[src/rtl/assert_macros.svh]
// Assertion macros shared by the allocator RTL.
`ifndef ASSERT_MACROS_SVH
`define ASSERT_MACROS_SVH

// Same-cycle implication, checked on every clock edge outside reset.
`define ASSERT_IMPL(lbl, ante, cons) \
	lbl: assert property (@(posedge clk) disable iff (!arst_n) (ante) |-> (cons)) \
		else $error("assertion failed");

// Next-cycle implication, checked on every clock edge outside reset.
`define ASSERT_NEXT(lbl, ante, cons) \
	lbl: assert property (@(posedge clk) disable iff (!arst_n) (ante) |=> (cons)) \
		else $error("assertion failed");

`endif

[src/rtl/ffba_pkg.sv]
// Types and constants of the first-fit block allocator.
package ffba_pkg;

	localparam int unsigned HEADER_BYTES = 32;
	localparam int unsigned MIN_PAYLOAD  = 32;
	localparam int unsigned ALIGN_BYTES  = 8;
	localparam int unsigned IDX_W        = 10;

	localparam logic [1:0] MODE_FORMAT  = 2'd0;
	localparam logic [1:0] MODE_ALLOC   = 2'd1;
	localparam logic [1:0] MODE_RELEASE = 2'd2;
	localparam logic [1:0] MODE_QUERY   = 2'd3;

	localparam logic [2:0] ST_OK          = 3'd0;
	localparam logic [2:0] ST_NOT_FMT     = 3'd1;
	localparam logic [2:0] ST_ZERO_SIZE   = 3'd2;
	localparam logic [2:0] ST_NO_FIT      = 3'd3;
	localparam logic [2:0] ST_BAD_ADDR    = 3'd4;
	localparam logic [2:0] ST_DOUBLE_FREE = 3'd5;
	localparam logic [2:0] ST_POOL_SMALL  = 3'd6;

	localparam logic REG_BASE = 1'b0;
	localparam logic REG_POOL = 1'b1;

	typedef struct packed {
		logic [31:0] offset;
		logic [31:0] size;
		logic        free;
	} seg_t;

	typedef enum logic [2:0] {
		OP_PASS    = 3'd0,
		OP_FORMAT  = 3'd1,
		OP_TAKE    = 3'd2,
		OP_SPLIT   = 3'd3,
		OP_RELEASE = 3'd4
	} op_t;

	typedef struct packed {
		op_t              op;
		logic [IDX_W-1:0] j;
		logic [IDX_W-1:0] k;
		logic             pm;
		logic             nm;
	} head_ctrl_t;

endpackage

[src/rtl/first_fit_block_allocator_top.sv]
// First-fit block allocator: sequencer, bookkeeping and the ring of segment cells.
// Each request is accepted in a beat; allocate and release then run a search rotation
// of the ring, one cell a cycle, a decide step and a rewrite rotation of the ring; format
// runs only the rewrite rotation, a failed search ends after the decide step, and query
// or early rejected requests go straight to the finish step, which registers the result.
// The finish step waits for a free output, and only then is a new request taken.
module first_fit_block_allocator_top #(
	parameter int unsigned MAX_SEGMENTS = 64
) (
	input  logic        clk,
	input  logic        arst_n,
	input  logic        cfg_we,
	input  logic        cfg_index,
	input  logic [47:0] cfg_data,
	input  logic        in_valid,
	output logic        in_ready,
	input  logic [1:0]  mode,
	input  logic [31:0] request_bytes,
	input  logic [47:0] block_address,
	output logic        out_valid,
	input  logic        out_ready,
	output logic [2:0]  status,
	output logic [47:0] payload_address,
	output logic [31:0] total_bytes,
	output logic [31:0] used_bytes,
	output logic [31:0] free_bytes,
	output logic [6:0]  used_segments
);

	// Reset clears control state and totals; the segment cells are not cleared.

	localparam int unsigned IW = $clog2(MAX_SEGMENTS);
	localparam int unsigned CW = $clog2(MAX_SEGMENTS + 1);
	localparam logic [IW-1:0] J_LAST = IW'(MAX_SEGMENTS - 1);
	localparam logic [32:0] ALIGN_MASK = 33'(ffba_pkg::ALIGN_BYTES - 1);

	typedef enum logic [4:0] {
		S_IDLE   = 5'b00001,
		S_SEARCH = 5'b00010,
		S_DECIDE = 5'b00100,
		S_MODIFY = 5'b01000,
		S_FINISH = 5'b10000
	} state_t;

	state_t state_q;

	logic [47:0] base_q;
	logic [31:0] pool_q;
	logic [47:0] pool_base_q;
	logic [31:0] recorded_q;
	logic [31:0] used_total_q;
	logic [CW-1:0] used_count_q;
	logic [CW-1:0] count_q;
	logic        formatted_q;

	logic [1:0]  mode_q;
	logic [32:0] want_q;
	logic [47:0] addr_q;
	logic [IW-1:0] j_q;
	logic [IW-1:0] k_q;
	logic        found_q;
	logic [31:0] sk_q;
	logic [31:0] offk_q;
	logic        freek_q;
	logic        pm_q;
	logic        nm_q;
	logic [31:0] ps_q;
	logic [31:0] part_q;
	ffba_pkg::op_t op_q;
	ffba_pkg::seg_t new_q;
	ffba_pkg::seg_t buf_q;
	logic [2:0]  st_q;
	logic [47:0] res_addr_q;

	logic        out_valid_q;
	logic [2:0]  out_status_q;
	logic [47:0] out_addr_q;
	logic [31:0] out_total_q;
	logic [31:0] out_used_q;
	logic [31:0] out_free_q;
	logic [6:0]  out_segs_q;

	ffba_pkg::seg_t cell_q [MAX_SEGMENTS];
	ffba_pkg::seg_t emit;
	ffba_pkg::head_ctrl_t hctrl;
	logic        shift_en;

	logic        in_beat;
	logic        hit;
	logic        j_valid;
	logic [CW:0] j_next;
	logic        split;
	logic [32:0] want_c;

	assign in_ready = (state_q == S_IDLE);
	assign in_beat  = in_valid && in_ready;
	assign shift_en = (state_q == S_SEARCH) || (state_q == S_MODIFY);

	// Ring of cells: each one takes its right neighbor, the last one takes the head output.
	for (genvar i = 0; i < MAX_SEGMENTS; i++) begin : g_cell
		ffba_pkg::seg_t d;
		if (i == MAX_SEGMENTS - 1) begin : g_tail
			assign d = emit;
		end else begin : g_mid
			assign d = cell_q[i+1];
		end
		ffba_cell u_cell (
			.clk      (clk),
			.shift_en (shift_en),
			.d        (d),
			.q        (cell_q[i])
		);
	end

	always_comb begin
		hctrl.op = (state_q == S_MODIFY) ? op_q : ffba_pkg::OP_PASS;
		hctrl.j  = ffba_pkg::IDX_W'(j_q);
		hctrl.k  = ffba_pkg::IDX_W'(k_q);
		hctrl.pm = pm_q;
		hctrl.nm = nm_q;
	end

	ffba_head u_head (
		.ctrl    (hctrl),
		.prv     (buf_q),
		.cur     (cell_q[0]),
		.nxt     (cell_q[1 % MAX_SEGMENTS]),
		.nxt2    (cell_q[2 % MAX_SEGMENTS]),
		.new_seg (new_q),
		.want_lo (want_q[31:0]),
		.emit    (emit)
	);

	always_comb begin
		want_c  = ({1'b0, request_bytes} + ALIGN_MASK) & ~ALIGN_MASK;
		j_valid = {1'b0, j_q} < (CW+1)'(count_q);
		j_next  = (CW+1)'(j_q) + 1'b1;
		if (mode_q == ffba_pkg::MODE_ALLOC) begin
			hit = cell_q[0].free && ({1'b0, cell_q[0].size} >= want_q);
		end else begin
			hit = (pool_base_q + {16'b0, cell_q[0].offset} + 48'(ffba_pkg::HEADER_BYTES))
				== addr_q;
		end
		hit   = hit && j_valid && !found_q;
		split = ({2'b0, sk_q} >= ({1'b0, want_q} +
			34'(ffba_pkg::HEADER_BYTES + ffba_pkg::MIN_PAYLOAD)))
			&& (count_q < CW'(MAX_SEGMENTS));
	end

	always_ff @(posedge clk or negedge arst_n) begin
		if (!arst_n) begin
			base_q <= '0;
			pool_q <= '0;
		end else if (cfg_we) begin
			unique case (cfg_index)
				ffba_pkg::REG_BASE: base_q <= cfg_data;
				ffba_pkg::REG_POOL: pool_q <= cfg_data[31:0];
				default: ;
			endcase
		end
	end

	always_ff @(posedge clk) begin
		if (shift_en) begin
			buf_q <= cell_q[0];
		end
		if (in_beat) begin
			mode_q <= mode;
			want_q <= want_c;
			addr_q <= block_address;
		end
		if (state_q == S_SEARCH && hit) begin
			k_q     <= j_q;
			sk_q    <= cell_q[0].size;
			offk_q  <= cell_q[0].offset;
			freek_q <= cell_q[0].free;
			ps_q    <= buf_q.size;
			pm_q    <= (j_q != '0) && buf_q.free;
			nm_q    <= (j_next < (CW+1)'(count_q)) && cell_q[1 % MAX_SEGMENTS].free;
			part_q  <= cell_q[0].size + (((j_next < (CW+1)'(count_q)) &&
				cell_q[1 % MAX_SEGMENTS].free) ?
				(cell_q[1 % MAX_SEGMENTS].size + 32'(ffba_pkg::HEADER_BYTES)) : 32'd0);
		end
	end

	always_ff @(posedge clk or negedge arst_n) begin
		if (!arst_n) begin
			state_q      <= S_IDLE;
			j_q          <= '0;
			found_q      <= 1'b0;
			op_q         <= ffba_pkg::OP_PASS;
			pool_base_q  <= '0;
			recorded_q   <= '0;
			used_total_q <= '0;
			used_count_q <= '0;
			count_q      <= '0;
			formatted_q  <= 1'b0;
			st_q         <= ffba_pkg::ST_OK;
			res_addr_q   <= '0;
			new_q        <= '0;
			out_valid_q  <= 1'b0;
			out_status_q <= '0;
			out_addr_q   <= '0;
			out_total_q  <= '0;
			out_used_q   <= '0;
			out_free_q   <= '0;
			out_segs_q   <= '0;
		end else begin
			if (out_valid_q && out_ready && state_q != S_FINISH) begin
				out_valid_q <= 1'b0;
			end
			unique case (state_q)
				S_IDLE: begin
					if (in_beat) begin
						j_q        <= '0;
						found_q    <= 1'b0;
						res_addr_q <= '0;
						case (mode)
							ffba_pkg::MODE_FORMAT: begin
								if (base_q == '0 || pool_q <
									32'(ffba_pkg::HEADER_BYTES + ffba_pkg::MIN_PAYLOAD)) begin
									st_q    <= ffba_pkg::ST_POOL_SMALL;
									state_q <= S_FINISH;
								end else begin
									st_q         <= ffba_pkg::ST_OK;
									pool_base_q  <= base_q;
									recorded_q   <= pool_q;
									used_total_q <= '0;
									used_count_q <= '0;
									count_q      <= CW'(1);
									formatted_q  <= 1'b1;
									new_q.offset <= '0;
									new_q.size   <= pool_q - 32'(ffba_pkg::HEADER_BYTES);
									new_q.free   <= 1'b1;
									op_q         <= ffba_pkg::OP_FORMAT;
									state_q      <= S_MODIFY;
								end
							end
							ffba_pkg::MODE_ALLOC: begin
								if (!formatted_q) begin
									st_q    <= ffba_pkg::ST_NOT_FMT;
									state_q <= S_FINISH;
								end else if (request_bytes == '0) begin
									st_q    <= ffba_pkg::ST_ZERO_SIZE;
									state_q <= S_FINISH;
								end else begin
									st_q    <= ffba_pkg::ST_OK;
									state_q <= S_SEARCH;
								end
							end
							ffba_pkg::MODE_RELEASE: begin
								if (!formatted_q) begin
									st_q    <= ffba_pkg::ST_NOT_FMT;
									state_q <= S_FINISH;
								end else begin
									st_q    <= ffba_pkg::ST_OK;
									state_q <= S_SEARCH;
								end
							end
							default: begin
								st_q    <= formatted_q ? ffba_pkg::ST_OK : ffba_pkg::ST_NOT_FMT;
								state_q <= S_FINISH;
							end
						endcase
					end
				end
				S_SEARCH: begin
					if (hit) begin
						found_q <= 1'b1;
					end
					if (j_q == J_LAST) begin
						j_q     <= '0;
						state_q <= S_DECIDE;
					end else begin
						j_q <= j_q + 1'b1;
					end
				end
				S_DECIDE: begin
					if (mode_q == ffba_pkg::MODE_ALLOC) begin
						if (!found_q) begin
							st_q    <= ffba_pkg::ST_NO_FIT;
							state_q <= S_FINISH;
						end else begin
							new_q.offset <= offk_q + want_q[31:0] +
								32'(ffba_pkg::HEADER_BYTES);
							new_q.size   <= sk_q - want_q[31:0] -
								32'(ffba_pkg::HEADER_BYTES);
							new_q.free   <= 1'b1;
							op_q         <= split ? ffba_pkg::OP_SPLIT : ffba_pkg::OP_TAKE;
							used_total_q <= used_total_q + (split ? want_q[31:0] : sk_q);
							used_count_q <= used_count_q + 1'b1;
							if (split) begin
								count_q <= count_q + 1'b1;
							end
							res_addr_q <= pool_base_q + {16'b0, offk_q} +
								48'(ffba_pkg::HEADER_BYTES);
							state_q    <= S_MODIFY;
						end
					end else begin
						if (!found_q) begin
							st_q    <= ffba_pkg::ST_BAD_ADDR;
							state_q <= S_FINISH;
						end else if (freek_q) begin
							st_q    <= ffba_pkg::ST_DOUBLE_FREE;
							state_q <= S_FINISH;
						end else begin
							new_q.size   <= part_q + (pm_q ?
								(ps_q + 32'(ffba_pkg::HEADER_BYTES)) : 32'd0);
							op_q         <= ffba_pkg::OP_RELEASE;
							used_total_q <= used_total_q - sk_q;
							used_count_q <= used_count_q - 1'b1;
							count_q      <= count_q - CW'(pm_q) - CW'(nm_q);
							state_q      <= S_MODIFY;
						end
					end
				end
				S_MODIFY: begin
					if (j_q == J_LAST) begin
						j_q     <= '0;
						state_q <= S_FINISH;
					end else begin
						j_q <= j_q + 1'b1;
					end
				end
				S_FINISH: begin
					if (!out_valid_q || out_ready) begin
						out_valid_q  <= 1'b1;
						out_status_q <= st_q;
						out_addr_q   <= (st_q == ffba_pkg::ST_OK) ? res_addr_q : 48'd0;
						out_total_q  <= recorded_q;
						out_used_q   <= used_total_q;
						out_free_q   <= recorded_q - used_total_q -
							32'(32'(used_count_q) * ffba_pkg::HEADER_BYTES);
						out_segs_q   <= 7'(used_count_q);
						state_q      <= S_IDLE;
					end
				end
				default: state_q <= S_IDLE;
			endcase
		end
	end

	assign out_valid       = out_valid_q;
	assign status          = out_status_q;
	assign payload_address = out_addr_q;
	assign total_bytes     = out_total_q;
	assign used_bytes      = out_used_q;
	assign free_bytes      = out_free_q;
	assign used_segments   = out_segs_q;

`include "assert_macros.svh"

	`ASSERT_IMPL(a_count_bound, 1'b1, count_q <= CW'(MAX_SEGMENTS))
	`ASSERT_IMPL(a_used_le_count, 1'b1, used_count_q <= count_q)
	`ASSERT_NEXT(a_modify_end, (state_q == S_MODIFY) && (j_q == J_LAST), state_q == S_FINISH)

endmodule

[src/rtl/ffba_cell.sv]
// One segment cell of the rotating segment table.
module ffba_cell (
	input  logic          clk,
	input  logic          shift_en,
	input  ffba_pkg::seg_t d,
	output ffba_pkg::seg_t q
);

	ffba_pkg::seg_t seg_q;

	always_ff @(posedge clk) begin
		if (shift_en) begin
			seg_q <= d;
		end
	end

	assign q = seg_q;

endmodule

[src/rtl/ffba_head.sv]
// Head of the segment ring: rewrites the stream to insert, update or drop segments.
module ffba_head (
	input  ffba_pkg::head_ctrl_t ctrl,
	input  ffba_pkg::seg_t       prv,
	input  ffba_pkg::seg_t       cur,
	input  ffba_pkg::seg_t       nxt,
	input  ffba_pkg::seg_t       nxt2,
	input  ffba_pkg::seg_t       new_seg,
	input  logic [31:0]          want_lo,
	output ffba_pkg::seg_t       emit
);

	logic [ffba_pkg::IDX_W:0] j_x;
	logic [ffba_pkg::IDX_W:0] k_x;
	logic [ffba_pkg::IDX_W:0] b_x;

	always_comb begin
		j_x  = {1'b0, ctrl.j};
		k_x  = {1'b0, ctrl.k};
		// The first slot touched by a release is the free neighbor in front, if any.
		b_x  = ctrl.pm ? (k_x - 1'b1) : k_x;
		emit = cur;
		case (ctrl.op)
			ffba_pkg::OP_FORMAT: begin
				if (j_x == '0) begin
					emit = new_seg;
				end
			end
			ffba_pkg::OP_TAKE: begin
				if (j_x == k_x) begin
					emit.free = 1'b0;
				end
			end
			ffba_pkg::OP_SPLIT: begin
				if (j_x == k_x) begin
					emit.size = want_lo;
					emit.free = 1'b0;
				end else if (j_x == k_x + 1'b1) begin
					emit = new_seg;
				end else if (j_x > k_x + 1'b1) begin
					emit = prv;
				end
			end
			ffba_pkg::OP_RELEASE: begin
				if (j_x == b_x) begin
					if (ctrl.pm || ctrl.nm) begin
						emit.size = new_seg.size;
					end
					emit.free = 1'b1;
				end else if (j_x > b_x) begin
					case ({ctrl.pm, ctrl.nm})
						2'b00:   emit = cur;
						2'b11:   emit = nxt2;
						default: emit = nxt;
					endcase
				end
			end
			default: ;
		endcase
	end

endmodule

[config.mk]
export PLATFORM = sky130hd
export DESIGN_NAME = first_fit_block_allocator_top
export DESIGN_NICKNAME = d
export VERILOG_FILES = /design/src/rtl/ffba_pkg.sv /design/src/rtl/first_fit_block_allocator_top.sv /design/src/rtl/ffba_cell.sv /design/src/rtl/ffba_head.sv
export VERILOG_INCLUDE_DIRS = /design/src /design/src/rtl
export SDC_FILE = /design/constraint.sdc
export NUM_CORES = 2
export LEC_CHECK = 0
export BUFFER_PORTS_ARGS = -buffer_cell sky130_fd_sc_hd__buf_2
export CAP_MARGIN = 20
export CORE_MARGIN = 2
export CORE_UTILIZATION = 60
export CTS_CLUSTER_DIAMETER = 150
export DETAILED_ROUTE_END_ITERATION = 10
export PLACE_DENSITY_LB_ADDON = 0.1
export SLEW_MARGIN = 10
export SYNTH_ARGS = -nofsm -noshare
export SYNTH_HDL_FRONTEND = slang
export SYNTH_SLANG_ARGS = --single-unit
[constraint.sdc]
create_clock -name clk -period 119.2 [get_ports clk]
set_input_delay 11.92 -clock clk [delete_from_list [all_inputs] [get_ports clk]]
set_output_delay 11.92 -clock clk [all_outputs]
set_load 0.02 [all_outputs]
Word level (Yosys, flattened, before mapping):

Index checks and enable logic that the tools add are counted.

* input bits: 136
* register bits: 4935
* logic and storage cells: 441

* bitwise gates (word level): 2
* reduce and logical (&&, ||, !) cells: 39
* multiplexer cells: 102
* magnitude comparators: 8
* add/subtract/negate cells: 28
* equality and inequality tests: 32

Operators by type and width (count)
* two-way mux 32 bit: 17
* two-way mux 65 bit: 8
* case mux 65 bit (2 select lines): 2
* two-way mux 48 bit: 4
* case mux 64 bit (3 select lines): 1
* adder 32 bit: 4
* two-way mux 7 bit: 15
* adder 32 x 6 -> 32 bit (second input constant): 3
* adder 48 x 32 -> 48 bit: 2
* adder 48 x 6 -> 48 bit (second input constant): 2
* case mux 48 bit (2 select lines): 1
* subtractor 32 bit: 3
* two-way mux 33 bit: 2
* case mux 32 bit (2 select lines): 1
* subtractor 32 x 6 -> 32 bit (second input constant): 2
* two-way mux 5 bit: 12
* == test 48 bit: 1
* zero test 48 bit: 1
* two-way mux 3 bit: 14
* adder 33 x 7 -> 34 bit (second input constant): 1
* >= comparator 32 x 34 -> 1 bit: 1
* adder 32 x 3 -> 33 bit (second input constant): 1
* >= comparator 32 x 33 -> 1 bit: 1
* zero test 32 bit: 1
* 55 further kinds: 111

Longest topological paths before layout:

* depth after elaboration: 8
* gate-level depth with buffers: 31
* depth with buffers taken out: 30

Cells and area by module:

From an unflattened synthesis, not the netlist that was laid out.

* cell total of the unflattened synthesis: 9943
* area total of the unflattened synthesis: 178976.7 sq um

Modules (own cells, without submodules)
* ffba_cell: times used 64, cells each 65, area an instance 1951.9 sq um, sequential area each 1951.9 sq um
* first_fit_block_allocator_top: times used 1, cells each 4947, area an instance 48873.1 sq um, sequential area each 20806.2 sq um
* ffba_head: times used 1, cells each 836, area an instance 5183.7 sq um, sequential area each 0.0 sq um

Worst setup path before layout:

Ideal clock, no wire load.

* kind: register to register
* start point: register state_q[2]
* end point: register j_q[2]
* library setup time: 345 ps
* path buffers: 0
* data arrival time: 92052 ps
* period minus slack after synthesis: 92396 ps
* path slack: 26804 ps
* stages on the path, launching flop included: 7
* cell sequence: dfrtp_1 -> nor3_1 -> nand2_1 -> inv_1 -> nor2_1 -> o21ai_0 -> o21ai_0

* word-level cells in the longest chain between the ends: 4
* elaborated cells between the ends (all ways): 9
* those cells by class: 4 x eq/ne; 1 x mux; 4 x reduce/logical

RTL lines
* start: declaration: RTL line first_fit_block_allocator_top.sv:45 `state_t state_q;`
* start signal: assignment: RTL line first_fit_block_allocator_top.sv:188 `state_q <= S_IDLE;`
* start signal: assignment: RTL line first_fit_block_allocator_top.sv:223 `state_q <= S_FINISH;`
* start signal: assignment: RTL line first_fit_block_allocator_top.sv:236 `state_q <= S_MODIFY;`
* == test 5 x 2 -> 1 bit, or another cell as far along: RTL line first_fit_block_allocator_top.sv:212 `unique case (state_q)`
* OR reduction 2 bit (no line) or logical AND 1 bit (tied branches)
* nonzero test 2 bit (no line) or != test 2 x 1 -> 1 bit (tied branches)
* AND reduction 2 bit (no line)
* end signal: assignment: RTL line first_fit_block_allocator_top.sv:275 `j_q <= j_q + 1'b1;`
* end signal: assignment: RTL line first_fit_block_allocator_top.sv:322 `j_q <= j_q + 1'b1;`
* end: declaration: RTL line first_fit_block_allocator_top.sv:59 `logic [IW-1:0] j_q;`

Parallel ways exist; a longest one is shown, timed or not.
A chain may end at the register's enable or synchronous reset.

==> flow_summary_export.csv <==
group,metric,value,unit
clock_network,insertion_delay,0.97,ns
synthesis,synth_edf_count,4442,
worst_setup_path,worst_ep_arrival_time,15.90,ns
global_route,grt_pass1_vias,87201,
cells_and_area,area_growth,12.3,%
cells_and_area,seq_area,146000,sq um
power_and_ir_drop,leakagePower,0.0670,uW
die,die_x,551,um
worst_setup_path,cp-start-kind,"input pin",
clock_network,root_buffer,"clkbuf_16",
die,ioPinCount,292,
timing,setup_viol,0,
worst_setup_path,critPathMostFrequentCell,"buf_4",
die,die_h,551,um
synthesis,yosys_register_bits,4935,
clock_network,cts_resized,0,
flow_run,max-cap-violations,0,
synthesis,synthArstFlopShare,9.99,%
placed_design,post-dp-hpwl,240000,um
detailed_routing,drt_iter0_drc,10269,
timing,worstMarginPinSlew,1.17,ns
detailed_routing,avgViaCountPerCell,5.88,
detailed_routing,drt-pass1-iter-count,6,
synthesis,ys_warn_count,0,
die,row_count,200,
power_and_ir_drop,irDropWorstVdd,21.5,uV
detailed_routing,drt_wl_total,393000,um
timing,fmax,0.0666,GHz
die,initial_core_util,60.4,%
timing,hold_violations,0,
power_and_ir_drop,power_density,24.7,nW/um^2
global_route,grt_pass1_wl,575000,um
clock_network,post_cts_buffers,0,
cells_and_area,nNetsFinal,11481,
synthesis,synth_top_flop_cell,"edfxtp_1",
worst_setup_path,critical-path-max-stage-delay,0.88,ns
timing,fin_worst_skew,0.0819,ns
timing,report.final.slew_viol_count,0,
worst_setup_path,cp-end-kind,"async pin",
cells_and_area,final_common_cell,"edfxtp_1",
clock_network,clkSlewWorstSetupHoldPaths,0.07,ns
cells_and_area,fillers,19160,
clock_network,numCtsBuffers,458,
clock_network,clock_sinks,4935,
cells_and_area,final_cell_mix,"edfxtp_1, nand2_1, a21oi_1, o21ai_0",
placed_design,gp_congestion,0.949,
worst_setup_path,cp.required,120.09,ns
clock_network,htreeDepth,5,
synthesis,synth_area,180000,sq um
timing,slew_headroom,21.8,%
cells_and_area,drive_gt1_share,11.8,%
synthesis,synth.distinct_cells,88,
die,core,297000,sq um
worst_setup_path,cp_max_fo,109,
detailed_routing,drcViolationCount,0,
power_and_ir_drop,power,4980,uW
clock_network,ctsHoldBuffers,0,
worst_setup_path,criticalPathCategory,"input pin to async pin",
clock_network,cts_buffer_depth,4,
synthesis,seq_area_frac_synth,81.1,%
cells_and_area,multi_input_area,31700,sq um
timing,finalSetupTns,0,ns
synthesis,syn_avg_cell_area,17.5,sq um
worst_setup_path,cp_cell_sequence,"buf_8 -> buf_4 -> buf_4 -> buf_4 -> buf_4",
synthesis,syn-num-nets,10893,
global_route,grt_usage,25.7,%
status,status,"finished clean",
global_route,grt_overflow,0,
die,dieArea,304000,sq um
detailed_routing,antenna_left,0,
worst_setup_path,critical_path_buf_inv_count,5,
clock_network,cts_tree,"yes",
hold_path,min_path_type,"flop to flop",
worst_setup_path,crit_slowest_cell,"buf_4",
timing,rsz0062_at_grt,"false",
worst_setup_path,cp_top_family,"buffers and inverters",
timing,post-route-min-period,15.01,ns
global_route,grt_start_max_net_pins,232,
placed_design,portBuffers,291,
timing,fin_crit_sh,12.6,%
detailed_routing,vias,89287,
synthesis,syn_inst,10246,
global_route,antenna_found_initial,44,
detailed_routing,wl_per_cell,25.9,um
==> cell usage after synthesis (12+ instances only) <==
cell type     n  area (sq um)
or2_2        18           113
o21a_1       80           601
or3_1        37           231
a211oi_1     40           300
o221ai_1     39           342
ha_1        494          6180
o22ai_1      27           169
xor2_1      157          1380
o2111ai_1    43           377
dfrtp_1     492         12300
o21ai_0     529          2650
buf_1        40           150
edfxtp_1   4442        133000
nor3_1       77           385
mux2i_1      46           460
o22a_1       34           298
and4_1       12           105
inv_1       330          1240
a21o_1      131           983
a21oi_1     533          2670
nor2b_1      33           206
a31oi_1      32           200
a221oi_1     73           639
and2_1       23           144
xnor2_1     261          2290
nand2_1     759          2850
o211ai_1     25           188
nand2b_1     40           250
nor2_1      385          1450
o21bai_1     30           225
a22oi_1      40           300
o31ai_1      23           173
clkbuf_1    240           901
mux2_2      147          1660
and3_1       39           244
fa_1         17           340
nand4_1      62           388
nor4_1       52           325
nand3_1     187           936
==> layer usage <==
metal,routed length (um),share of wire (%),vias to the layer above,global-route usage (%)
met5,119,0.030,-,0
li1,-,-,40297,-
met4,20000,5.1,18,12.2
met2,180000,46,3109,38.8
met3,24100,6.2,726,3.87
met1,169000,43,45137,37.3
==> state kept, by name, summed over array words and instances (netlist names), 30 cells and up <==
register / count
addr_q: 48
base_q: 48
buf_q: 65
free_bytes: 32
g_cell.u_cell.q: 4160
new_q: 65
offk_q: 32
part_q: 32
payload_address: 48
pool_base_q: 48
pool_q: 32
ps_q: 32
recorded_q: 32
res_addr_q: 48
sk_q: 32
total_bytes: 32
used_bytes: 32
used_total_q: 32
want_q: 30
==> kinds of logic (layout without fill, tap and decap cells) <==
group / Yosys count / count (layout) / share of synthesized area, %
DFF: 4935 / 4935 / 81.1
AOI/OAI and AO/OA: 1790 / 1790 / 6.18
and+or+nand+nor: 1777 / 1777 / 4.52
buffers and inverters: 621 / 1596 / 1.30
adders and majority gates: 511 / 511 / 3.63
xor gates and xnor gates: 418 / 418 / 2.04
muxes: 194 / 194 / 1.19
other: 0 / 17 / 0
==> per-stage QoR <==
stage	utilization, %	cells	worst slack (ns)	cell area [sq um]	hold slack, ns
floorplan	-	10246	26.80	180000	0.400
global placement	62.6	14304	103.21	186000	0.401
global route	67.9	15175	103.50	202000	0.371
detailed placement	62.6	14306	103.05	186000	0.405
finish	67.9	15177	104.19	202000	0.365
CTS	67.8	15153	104.04	202000	0.354
==> worst paths after layout <==
kind	from	depth (start not counted)	end	slack (ns)
worst max-delay path	arst_n	5	pool_base_q[38]	104.19
max in group clk	state_q[3]	4	in_ready	105.06
worst max register to register	want_q[8]	29	used_total_q[31]	108.96
min in group asynchronous	arst_n	1	free_bytes[1]	10.97
worst min register to register	g_cell[57].u_cell.q[23]	0	g_cell[56].u_cell.q[23]	0.37
worst min-delay path	g_cell[57].u_cell.q[23]	0	g_cell[56].u_cell.q[23]	0.37
==> power by group <==
part	internal [uW]	leakage, uW	switching (uW)
sequential	2330	0.0425	150
combinational	302	0.0171	698
clock	838	0.00742	659
total	3470	0.0670	1510
==> final cells by class <==
cell class / count / share of cell area (%)
Antenna cell: 17 / 0.0211
Clock buffer: 549 / 5.94
Clock inverter: 298 / 1.69
Inverter: 331 / 0.621
Multi-Input combinational cell: 4690 / 15.7
Sequential cell: 4935 / 72.2
Tap cell: 3939 / 2.44
Timing Repair Buffer: 418 / 1.32
No activity file was read; power rests on OpenSTA's default activity.
